<file path="config.mk">
export PLATFORM = sky130hd
export DESIGN_NAME = sixel_run_length_encoder
export DESIGN_NICKNAME = d
export VERILOG_FILES = /design/src/srle_pkg.sv /design/src/srle_front.sv /design/src/srle_queue.sv /design/src/srle_back.sv /design/src/sixel_run_length_encoder.sv
export VERILOG_INCLUDE_DIRS = /design/src /design/src/src
export SDC_FILE = /design/constraint.sdc
export NUM_CORES = 1
export LEC_CHECK = 0
export ABC_AREA = 1
export CORE_MARGIN = 2
export CORE_UTILIZATION = 65
export CTS_BUF_LIST = sky130_fd_sc_hd__clkbuf_2 sky130_fd_sc_hd__clkbuf_4 sky130_fd_sc_hd__clkbuf_8
export CTS_CLUSTER_DIAMETER = 30
export CTS_CLUSTER_SIZE = 14
export DETAILED_ROUTE_END_ITERATION = 8
export DONT_BUFFER_PORTS = 1
export PLACE_DENSITY = 0.81
export SKIP_CTS_REPAIR_TIMING = 1
export SYNTH_ARGS = -nofsm -noshare
export SYNTH_HDL_FRONTEND = slang
export SYNTH_SLANG_ARGS = --single-unit
</file>
<file path="constraint.sdc">
create_clock -name clk -period 4.85 [get_ports clk]
set_input_delay 0.2425 -clock clk [delete_from_list [all_inputs] [get_ports clk]]
set_output_delay 0.2425 -clock clk [all_outputs]
set_load 0.1 [all_outputs]
</file>
<file path="src/assert_macros.svh">
// assertion macros shared by the sixel run-length encoder modules
// expects clk and arst_n in the scope of each use
`ifndef ASSERT_MACROS_SVH
`define ASSERT_MACROS_SVH

// plain invariant, checked on every edge outside reset
`define SRLE_ASSERT(label, expr) \
	label: assert property (@(posedge clk) disable iff (!arst_n) (expr)) \
		else $error("srle invariant violated");

// same-cycle implication
`define SRLE_ASSERT_IMP(label, ante, cons) \
	label: assert property (@(posedge clk) disable iff (!arst_n) (ante) |-> (cons)) \
		else $error("srle implication violated");

// next-cycle implication
`define SRLE_ASSERT_NEXT(label, ante, cons) \
	label: assert property (@(posedge clk) disable iff (!arst_n) (ante) |=> (cons)) \
		else $error("srle next-cycle implication violated");

`endif

</file>
<file path="src/srle_pkg.sv">
// types, constants and helpers for the sixel run-length encoder
// no dependencies; used by every module of the block
package srle_pkg;

	localparam int MAX_RUN_DEFAULT = 4096;
	localparam int QUEUE_DEPTH_DEFAULT = 4;

	// run lengths up to 9999 fit in four decimal digits
	localparam int RUN_DIGITS = 4;
	localparam int BCD_W = 4 * RUN_DIGITS;

	localparam logic [7:0] SYM_OFFSET = 8'h3F;
	localparam logic [7:0] REPEAT_CHAR = 8'h21;
	localparam logic [3:0] ASCII_DIGIT_HI = 4'h3;

	typedef struct packed {
		logic [5:0] sixel_value;
		logic       band_end;
	} col_item_t;

	typedef struct packed {
		logic [7:0] out_byte;
		logic       step_last;
		logic       band_last;
	} code_item_t;

	typedef struct packed {
		logic [5:0]       sym;
		logic [BCD_W-1:0] bcd;
	} run_t;

	// everything one accepted column asks the back end to write
	typedef struct packed {
		logic a_valid;
		run_t run_a;
		logic b_valid;
		run_t run_b;
		logic band_end;
	} cmd_t;

	function automatic logic [BCD_W-1:0] bcd_inc(input logic [BCD_W-1:0] v);
		logic             carry;
		logic [3:0]       d;
		logic [BCD_W-1:0] r;
		carry = 1'b1;
		r = v;
		for (int i = 0; i < RUN_DIGITS; i++) begin
			d = v[i*4 +: 4];
			if (carry) begin
				if (d == 4'd9) begin
					r[i*4 +: 4] = 4'd0;
				end else begin
					r[i*4 +: 4] = d + 4'd1;
					carry = 1'b0;
				end
			end
		end
		return r;
	endfunction

endpackage

</file>
<file path="src/srle_front.sv">
// front end: accepts columns, tracks the open run, decides which runs close
// depends on srle_pkg and assert_macros.svh
`include "assert_macros.svh"

module srle_front #(
	parameter int MAX_RUN = srle_pkg::MAX_RUN_DEFAULT
) (
	input  logic                clk,
	input  logic                arst_n,
	input  logic                col_valid,
	output logic                col_stall,
	input  srle_pkg::col_item_t col,
	input  logic                full,
	output logic                push,
	output srle_pkg::cmd_t      cmd
);
	import srle_pkg::*;

	localparam int LEN_W = $clog2(MAX_RUN + 1);

	logic [5:0]       sym_q;
	logic [LEN_W-1:0] len_q;
	logic [BCD_W-1:0] bcd_q;

	logic             acc;
	logic             open;
	logic             change;
	logic             extend;
	logic [LEN_W-1:0] new_len;
	logic [BCD_W-1:0] new_bcd;
	logic             max_hit;

	assign col_stall = full;
	assign acc = col_valid && !col_stall;
	assign open = (len_q != '0);
	assign change = open && (col.sixel_value != sym_q);
	assign extend = open && !change;
	assign new_len = extend ? len_q + LEN_W'(1) : LEN_W'(1);
	assign new_bcd = extend ? bcd_inc(bcd_q) : BCD_W'(1);
	assign max_hit = (new_len == LEN_W'(MAX_RUN));

	always_comb begin
		cmd.a_valid = change;
		cmd.run_a.sym = sym_q;
		cmd.run_a.bcd = bcd_q;
		cmd.b_valid = max_hit || col.band_end;
		cmd.run_b.sym = col.sixel_value;
		cmd.run_b.bcd = new_bcd;
		cmd.band_end = col.band_end;
	end

	assign push = acc && (cmd.a_valid || cmd.b_valid);

	always_ff @(posedge clk or negedge arst_n) begin
		if (!arst_n) begin
			sym_q <= '0;
			len_q <= '0;
			bcd_q <= '0;
		end else if (acc) begin
			sym_q <= col.sixel_value;
			if (cmd.b_valid) begin
				len_q <= '0;
				bcd_q <= '0;
			end else begin
				len_q <= new_len;
				bcd_q <= new_bcd;
			end
		end
	end

	`SRLE_ASSERT(a_len_below_max, len_q < LEN_W'(MAX_RUN))
	`SRLE_ASSERT_NEXT(a_band_end_closes, acc && col.band_end, len_q == '0)
	`SRLE_ASSERT_IMP(a_change_writes_old_run, acc && change, push && cmd.a_valid)

endmodule

</file>
<file path="src/srle_queue.sv">
// short command queue between front and back ends
// depends on srle_pkg and assert_macros.svh
`include "assert_macros.svh"

module srle_queue #(
	parameter int DEPTH = srle_pkg::QUEUE_DEPTH_DEFAULT
) (
	input  logic           clk,
	input  logic           arst_n,
	input  logic           wr_en,
	input  srle_pkg::cmd_t wr_data,
	output logic           full,
	output logic           rd_valid,
	output srle_pkg::cmd_t rd_data,
	input  logic           rd_en
);
	import srle_pkg::*;

	localparam int PTR_W = (DEPTH > 1) ? $clog2(DEPTH) : 1;
	localparam int CNT_W = $clog2(DEPTH + 1);

	cmd_t             mem_q [DEPTH];
	logic [PTR_W-1:0] wr_ptr_q;
	logic [PTR_W-1:0] rd_ptr_q;
	logic [CNT_W-1:0] count_q;

	logic do_wr;
	logic do_rd;

	assign full = (count_q == CNT_W'(DEPTH));
	assign rd_valid = (count_q != '0);
	assign rd_data = mem_q[rd_ptr_q];
	assign do_wr = wr_en && !full;
	assign do_rd = rd_en && rd_valid;

	always_ff @(posedge clk or negedge arst_n) begin
		if (!arst_n) begin
			wr_ptr_q <= '0;
			rd_ptr_q <= '0;
			count_q <= '0;
		end else begin
			if (do_wr) begin
				wr_ptr_q <= (wr_ptr_q == PTR_W'(DEPTH - 1)) ? '0 : wr_ptr_q + PTR_W'(1);
			end
			if (do_rd) begin
				rd_ptr_q <= (rd_ptr_q == PTR_W'(DEPTH - 1)) ? '0 : rd_ptr_q + PTR_W'(1);
			end
			if (do_wr && !do_rd) begin
				count_q <= count_q + CNT_W'(1);
			end else if (do_rd && !do_wr) begin
				count_q <= count_q - CNT_W'(1);
			end
		end
	end

	always_ff @(posedge clk) begin
		if (do_wr) begin
			mem_q[wr_ptr_q] <= wr_data;
		end
	end

	`SRLE_ASSERT(a_count_bound, count_q <= CNT_W'(DEPTH))
	`SRLE_ASSERT_IMP(a_no_overflow, wr_en, !full)
	`SRLE_ASSERT_IMP(a_no_underflow, rd_en, rd_valid)

endmodule

</file>
<file path="src/srle_back.sv">
// back end: turns queued run commands into ascii bytes, one per cycle while code_stall is low
// depends on srle_pkg and assert_macros.svh
`include "assert_macros.svh"

module srle_back (
	input  logic                 clk,
	input  logic                 arst_n,
	input  logic                 cmd_valid,
	input  srle_pkg::cmd_t       cmd,
	output logic                 cmd_pop,
	output logic                 code_valid,
	input  logic                 code_stall,
	output srle_pkg::code_item_t code
);
	import srle_pkg::*;

	cmd_t       ent_q;
	logic       ent_valid_q;
	logic       sel_q;
	logic [2:0] pos_q;
	logic       code_valid_q;
	code_item_t code_q;

	run_t       r;
	logic [3:0] d3, d2, d1, d0;
	logic       long_run;
	logic [2:0] nd;
	logic [2:0] dsel;
	logic [3:0] digit;
	logic [7:0] ch;
	logic [7:0] out_char;
	logic       run_end;
	logic       ent_end;
	logic       advance;
	logic       emit;
	logic       load;

	always_comb begin
		r = sel_q ? ent_q.run_b : ent_q.run_a;
		d3 = r.bcd[15:12];
		d2 = r.bcd[11:8];
		d1 = r.bcd[7:4];
		d0 = r.bcd[3:0];
		long_run = (d3 != 4'd0) || (d2 != 4'd0) || (d1 != 4'd0) || (d0 >= 4'd4);
		if (d3 != 4'd0) begin
			nd = 3'd4;
		end else if (d2 != 4'd0) begin
			nd = 3'd3;
		end else if (d1 != 4'd0) begin
			nd = 3'd2;
		end else begin
			nd = 3'd1;
		end
		dsel = nd - pos_q;
		digit = r.bcd[{dsel[1:0], 2'b00} +: 4];
		ch = {2'b00, r.sym} + SYM_OFFSET;
		if (!long_run) begin
			out_char = ch;
			run_end = (pos_q == ({1'b0, d0[1:0]} - 3'd1));
		end else if (pos_q == 3'd0) begin
			out_char = REPEAT_CHAR;
			run_end = 1'b0;
		end else if (pos_q == nd + 3'd1) begin
			out_char = ch;
			run_end = 1'b1;
		end else begin
			out_char = {ASCII_DIGIT_HI, digit};
			run_end = 1'b0;
		end
		ent_end = run_end && (sel_q || !ent_q.b_valid);
	end

	assign advance = !code_valid_q || !code_stall;
	assign emit = advance && ent_valid_q;
	assign load = !ent_valid_q || (emit && ent_end);
	assign cmd_pop = load && cmd_valid;

	always_ff @(posedge clk or negedge arst_n) begin
		if (!arst_n) begin
			ent_valid_q <= 1'b0;
			sel_q <= 1'b0;
			pos_q <= '0;
			code_valid_q <= 1'b0;
		end else begin
			if (emit) begin
				code_valid_q <= 1'b1;
			end else if (advance) begin
				code_valid_q <= 1'b0;
			end
			if (cmd_pop) begin
				ent_valid_q <= 1'b1;
				sel_q <= !cmd.a_valid;
				pos_q <= '0;
			end else if (emit && ent_end) begin
				ent_valid_q <= 1'b0;
			end else if (emit && run_end) begin
				sel_q <= 1'b1;
				pos_q <= '0;
			end else if (emit) begin
				pos_q <= pos_q + 3'd1;
			end
		end
	end

	always_ff @(posedge clk) begin
		if (cmd_pop) begin
			ent_q <= cmd;
		end
		if (emit) begin
			code_q.out_byte <= out_char;
			code_q.step_last <= ent_end;
			code_q.band_last <= ent_end && ent_q.band_end;
		end
	end

	assign code_valid = code_valid_q;
	assign code = code_q;

	`SRLE_ASSERT_IMP(a_band_last_ends_step, code_valid_q && code_q.band_last, code_q.step_last)
	`SRLE_ASSERT(a_entry_has_run, !ent_valid_q || ent_q.a_valid || ent_q.b_valid)
	`SRLE_ASSERT_IMP(a_pos_bound, ent_valid_q, pos_q <= 3'd5)

endmodule

</file>
<file path="src/sixel_run_length_encoder.sv">
// Sixel run-length encoder: takes one 6-bit sixel column per transfer and writes the
// encoded band as ASCII bytes, one byte per transfer on the code channel. A column is
// accepted every cycle while the command queue (QUEUE_DEPTH entries) has room; columns
// that only extend a run write nothing. A run of n >= 4 columns is written as '!',
// digits(n) digit bytes and the value plus 0x3F, that is 2 + digits(n) bytes from the byte
// writer; shorter runs take n bytes. The byte writer, at one byte per cycle while
// code_stall is low, sets the sustained rate whenever the band averages more than one
// byte per column. With the queue empty, the command closing a run passes through
// the queue, the entry register and the byte register before the first byte is
// presented. Runs that reach MAX_RUN are written out at once and a fresh run begins.
// depends on srle_pkg and the srle_front, srle_queue and srle_back modules
module sixel_run_length_encoder #(
	parameter int MAX_RUN = srle_pkg::MAX_RUN_DEFAULT,
	parameter int QUEUE_DEPTH = srle_pkg::QUEUE_DEPTH_DEFAULT
) (
	input  logic                 clk,
	input  logic                 arst_n,
	input  logic                 col_valid,
	output logic                 col_stall,
	input  srle_pkg::col_item_t  col,
	output logic                 code_valid,
	input  logic                 code_stall,
	output srle_pkg::code_item_t code
);
	import srle_pkg::*;

	logic push;
	cmd_t push_cmd;
	logic full;
	logic q_valid;
	cmd_t q_cmd;
	logic q_pop;

	srle_front #(
		.MAX_RUN(MAX_RUN)
	) u_front (
		.clk(clk),
		.arst_n(arst_n),
		.col_valid(col_valid),
		.col_stall(col_stall),
		.col(col),
		.full(full),
		.push(push),
		.cmd(push_cmd)
	);

	srle_queue #(
		.DEPTH(QUEUE_DEPTH)
	) u_queue (
		.clk(clk),
		.arst_n(arst_n),
		.wr_en(push),
		.wr_data(push_cmd),
		.full(full),
		.rd_valid(q_valid),
		.rd_data(q_cmd),
		.rd_en(q_pop)
	);

	srle_back u_back (
		.clk(clk),
		.arst_n(arst_n),
		.cmd_valid(q_valid),
		.cmd(q_cmd),
		.cmd_pop(q_pop),
		.code_valid(code_valid),
		.code_stall(code_stall),
		.code(code)
	);

endmodule
</file>
==> results.sh <==
export IMPL_grt_overflow_total=0
export IMPL_dieArea_sq_um=20500
export IMPL_slew_headroom_pct=19.4
export IMPL_p_leak_nw=5.35
export IMPL_avgSynthCellArea_sq_um=11.3
export IMPL_total_power_mw=8.00
export IMPL_postLayoutCoreUtil_pct=74.3
export IMPL_synth_edff_count=243
export IMPL_switching_power_mw=2.97
export IMPL_period_needed_ns=4.24
export IMPL_crit_fanout=14
export IMPL_swShare_pct=37.1
export IMPL_grt_pass1_vias=8060
export IMPL_hold_viol=0
export IMPL_finalMaxSlewViolations=0
export IMPL_wl_mm=26.3
export IMPL_end_kind="register"
export IMPL_yosysSeqAreaShare_pct=67.4
export IMPL_timing_clock_skew_ns=0.0297
export IMPL_critPathKind="reg2reg"
export IMPL_numClockSinks=291
export IMPL_use_met3_pct=5.26
export IMPL_min_period_over_period_pct=87.4
export IMPL_grt_use_met2_pct=41.4
export IMPL_synth_fp_nets=1149
export IMPL_drt_iter0_drc=959
export IMPL_die_x_um=143
export IMPL_worst_hold_slack_ns=0.0181
export IMPL_setup_violations=0
export IMPL_p_comb_share_pct=26.3
export IMPL_p_clk_share_pct=28.3
export IMPL_cts_inserted_buffers=46
export IMPL_antenna_found_initial=1
export IMPL_synthArstFlopShare_pct=16.5
export IMPL_drtAntennaViolNets=0
export IMPL_firstDrtPassIters=5
export IMPL_ys_types=46
export IMPL_row_count=50
export IMPL_remaining_drc_errors=0
export IMPL_core_sq_um=18900
export IMPL_grt_max_degree=86
export IMPL_ir_drop_uv=301
export IMPL_synth_area_sq_um=12600
export IMPL_setup_tns_ns=0
export IMPL_ios=23
export IMPL_place_congestion=0.864
export IMPL_top_usage_layer="met2"
export IMPL_status="complete, no violations"
export IMPL_reg2regPathDepth=21
export IMPL_via_per_inst=5.92
export IMPL_cts_buffer_depth=3
export IMPL_port_buffers=0
export IMPL_met1_usage_pct=37.5
export IMPL_p_per_area_nw_per_um2=570
export IMPL_initial_core_util_pct=66.8
export IMPL_cp_required_ns=5.29
export IMPL_tightest_slew_ns=1.21
export IMPL_hold_path_class="in2reg"
export IMPL_wl_per_cell_um=18.3
export IMPL_worstPathArrival_ns=4.68
export IMPL_sequentialPowerShare_pct=45.4
export IMPL_synth_warnings=0
export IMPL_htree_levels=2
export IMPL_nNetsFinal=1173
export IMPL_synth_cells=1115
export IMPL_clkTransAtPathRegs_ns=0.06
export IMPL_grt_usage_pct=26.3
export IMPL_rsz0062_at_grt="false"
export IMPL_drive_gt1_share_pct=11.8
export IMPL_start_kind="register"
export IMPL_n_antenna_cell=0
export IMPL_maxCapViolations=0
export IMPL_fmax_mhz=236
export IMPL_min_path_cells=4
export IMPL_cts_tree="built"
export IMPL_root_buffer="clkbuf_8"
export IMPL_ys_ff_latch=291
export IMPL_synthFlopType="edfxtp_1"
export IMPL_dp_hpwl_mm=14.9
export IMPL_vias=8507
export IMPL_grt_pass1_wl_mm=41.6
export IMPL_die_height_um=143
export IMPL_clock_latency_ns=0.57
export IMPL_internal_power_mw=5.03
export IMPL_area_growth_pct=11.2
[metrics by stage]
stage	std cells	worst slack, ns	instance area, sq um
5_1_grt	1436	0.259	14000
3_3_place_gp	1341	0.753	12900
2_1_floorplan	1115	0.361	12600
3_5_place_dp	1341	0.621	12900
6_report	1436	0.610	14000
4_1_cts	1426	0.598	13900
[path summary, 6_finish.rpt]
kind                                     start                   to  slack [ns]
hold / removal                          col[0]  u_queue.wr_ptr_q[0]        0.02
setup reg to reg                  u_back.sel_q   u_queue.count_q[1]        0.61
max in group asynchronous               arst_n     u_front.sym_q[4]        4.33
hold reg to reg            u_queue.wr_ptr_q[1]  u_queue.wr_ptr_q[1]        0.55
min in group asynchronous               arst_n    u_front.bcd_q[13]        0.26
setup / recovery                  u_back.sel_q   u_queue.count_q[1]        0.61
[flip-flops by register name (all words and copies together), names as in the netlist, 2 cells and up]
name              cells
u_front.bcd_q        16
u_back.pos_q          3
u_queue.rd_ptr_q      2
u_back.ent_q         46
u_queue.count_q       3
u_queue.wr_ptr_q      2
u_front.sym_q         6
u_queue.mem_q       188
u_back.code           9
u_front.len_q        13
[synthesized netlist by cell type (2+ instances only)]
| library cell | number | area (sq um) |
|---|---|---|
| or2_1 | 3 | 18.8 |
| and2_1 | 3 | 18.8 |
| clkbuf_1 | 38 | 143 |
| inv_2 | 3 | 11.3 |
| nor2_1 | 145 | 544 |
| nor2_4 | 3 | 33.8 |
| nor3_1 | 8 | 40.0 |
| o21ai_2 | 3 | 26.3 |
| nand4_1 | 13 | 81.3 |
| dfrtp_1 | 48 | 1200 |
| xor2_1 | 17 | 149 |
| o21ai_1 | 5 | 25.0 |
| buf_4 | 3 | 22.5 |
| nor3b_1 | 2 | 15.0 |
| or2_2 | 7 | 43.8 |
| nand2_2 | 6 | 37.5 |
| mux2i_1 | 4 | 40.0 |
| o22ai_1 | 71 | 444 |
| buf_2 | 3 | 15.0 |
| o21ai_0 | 123 | 616 |
| inv_1 | 82 | 308 |
| nand3_1 | 42 | 210 |
| xnor2_1 | 7 | 61.3 |
| a21oi_1 | 6 | 30.0 |
| nand2_1 | 179 | 672 |
| ha_1 | 22 | 275 |
| clkinv_1 | 3 | 11.3 |
| buf_6 | 3 | 33.8 |
| nor2_2 | 4 | 25.0 |
| edfxtp_1 | 243 | 7300 |
[critical path, cell delays in order, from the launching register on]
cell      delay (ns)
dfrtp_1         0.50
buf_4           0.25
or2_1           0.24
o21ai_2         0.07
nand2_1         0.10
nor2_4          0.14
inv_1           0.06
a21oi_1         0.18
inv_1           0.06
ha_1            0.38
clkinv_1        0.19
o21ai_0         0.11
a21oi_1         0.12
nand3_1         0.17
o21ai_4         0.23
nand4_2         0.11
nand2_2         0.15
nand2_4         0.08
ha_1            0.20
inv_1           0.10
fa_1            0.42
mux2_2          0.26
[area by class of cell]
class,count,area (sq um)
flip-flops and latches,291,8500
fillers,1196,4860
multi-input cells,688,3610
clock buffers,53,704
inverters,88,330
well taps,260,325
clock inverters,32,317
repair buffers,24,243
[per-layer routing]
layer	vias to the layer above	share of wire, %
li1	3956	-
met1	4076	41
met2	414	48
met3	59	9.6
met4	2	2.3
met5	-	0.069
[power groups by stage]
stage,Combinational [mW],Sequential (mW),Clock [mW]
detailed placement,2.05,3.68,0
floorplan,1.49,3.62,0
finish,2.10,3.63,2.26
global placement,1.99,3.66,0
CTS,2.06,3.63,2.29
global route,2.33,3.67,2.40
[cell families after synthesis]
kind of cell | synth area share [%]
AO/OA/AOI/OAI | 9.55
XOR/XNOR | 1.67
adder cells (fa/ha/maj) | 2.34
buffers and inverters | 4.34
flip-flops | 67.4
multiplexers | 0.516
other | 0.0297
AND/OR/NAND/NOR | 14.2
[cell usage in the layout, fill, tap and decap left out, drive strengths merged, types with 6 or more instances in the layout]
cell           n
or2           10
ha            22
a21oi          6
dlygate4sd3    9
nand2        186
clkbuf        53
dfrtp         48
edfxtp       243
xnor2          7
clkinv        13
nand4         14
o21ai        132
xor2          17
inv          101
buf           15
nor2         152
nand3         42
o22ai         71
nor3           8
Power figures use the tool's default switching activity.
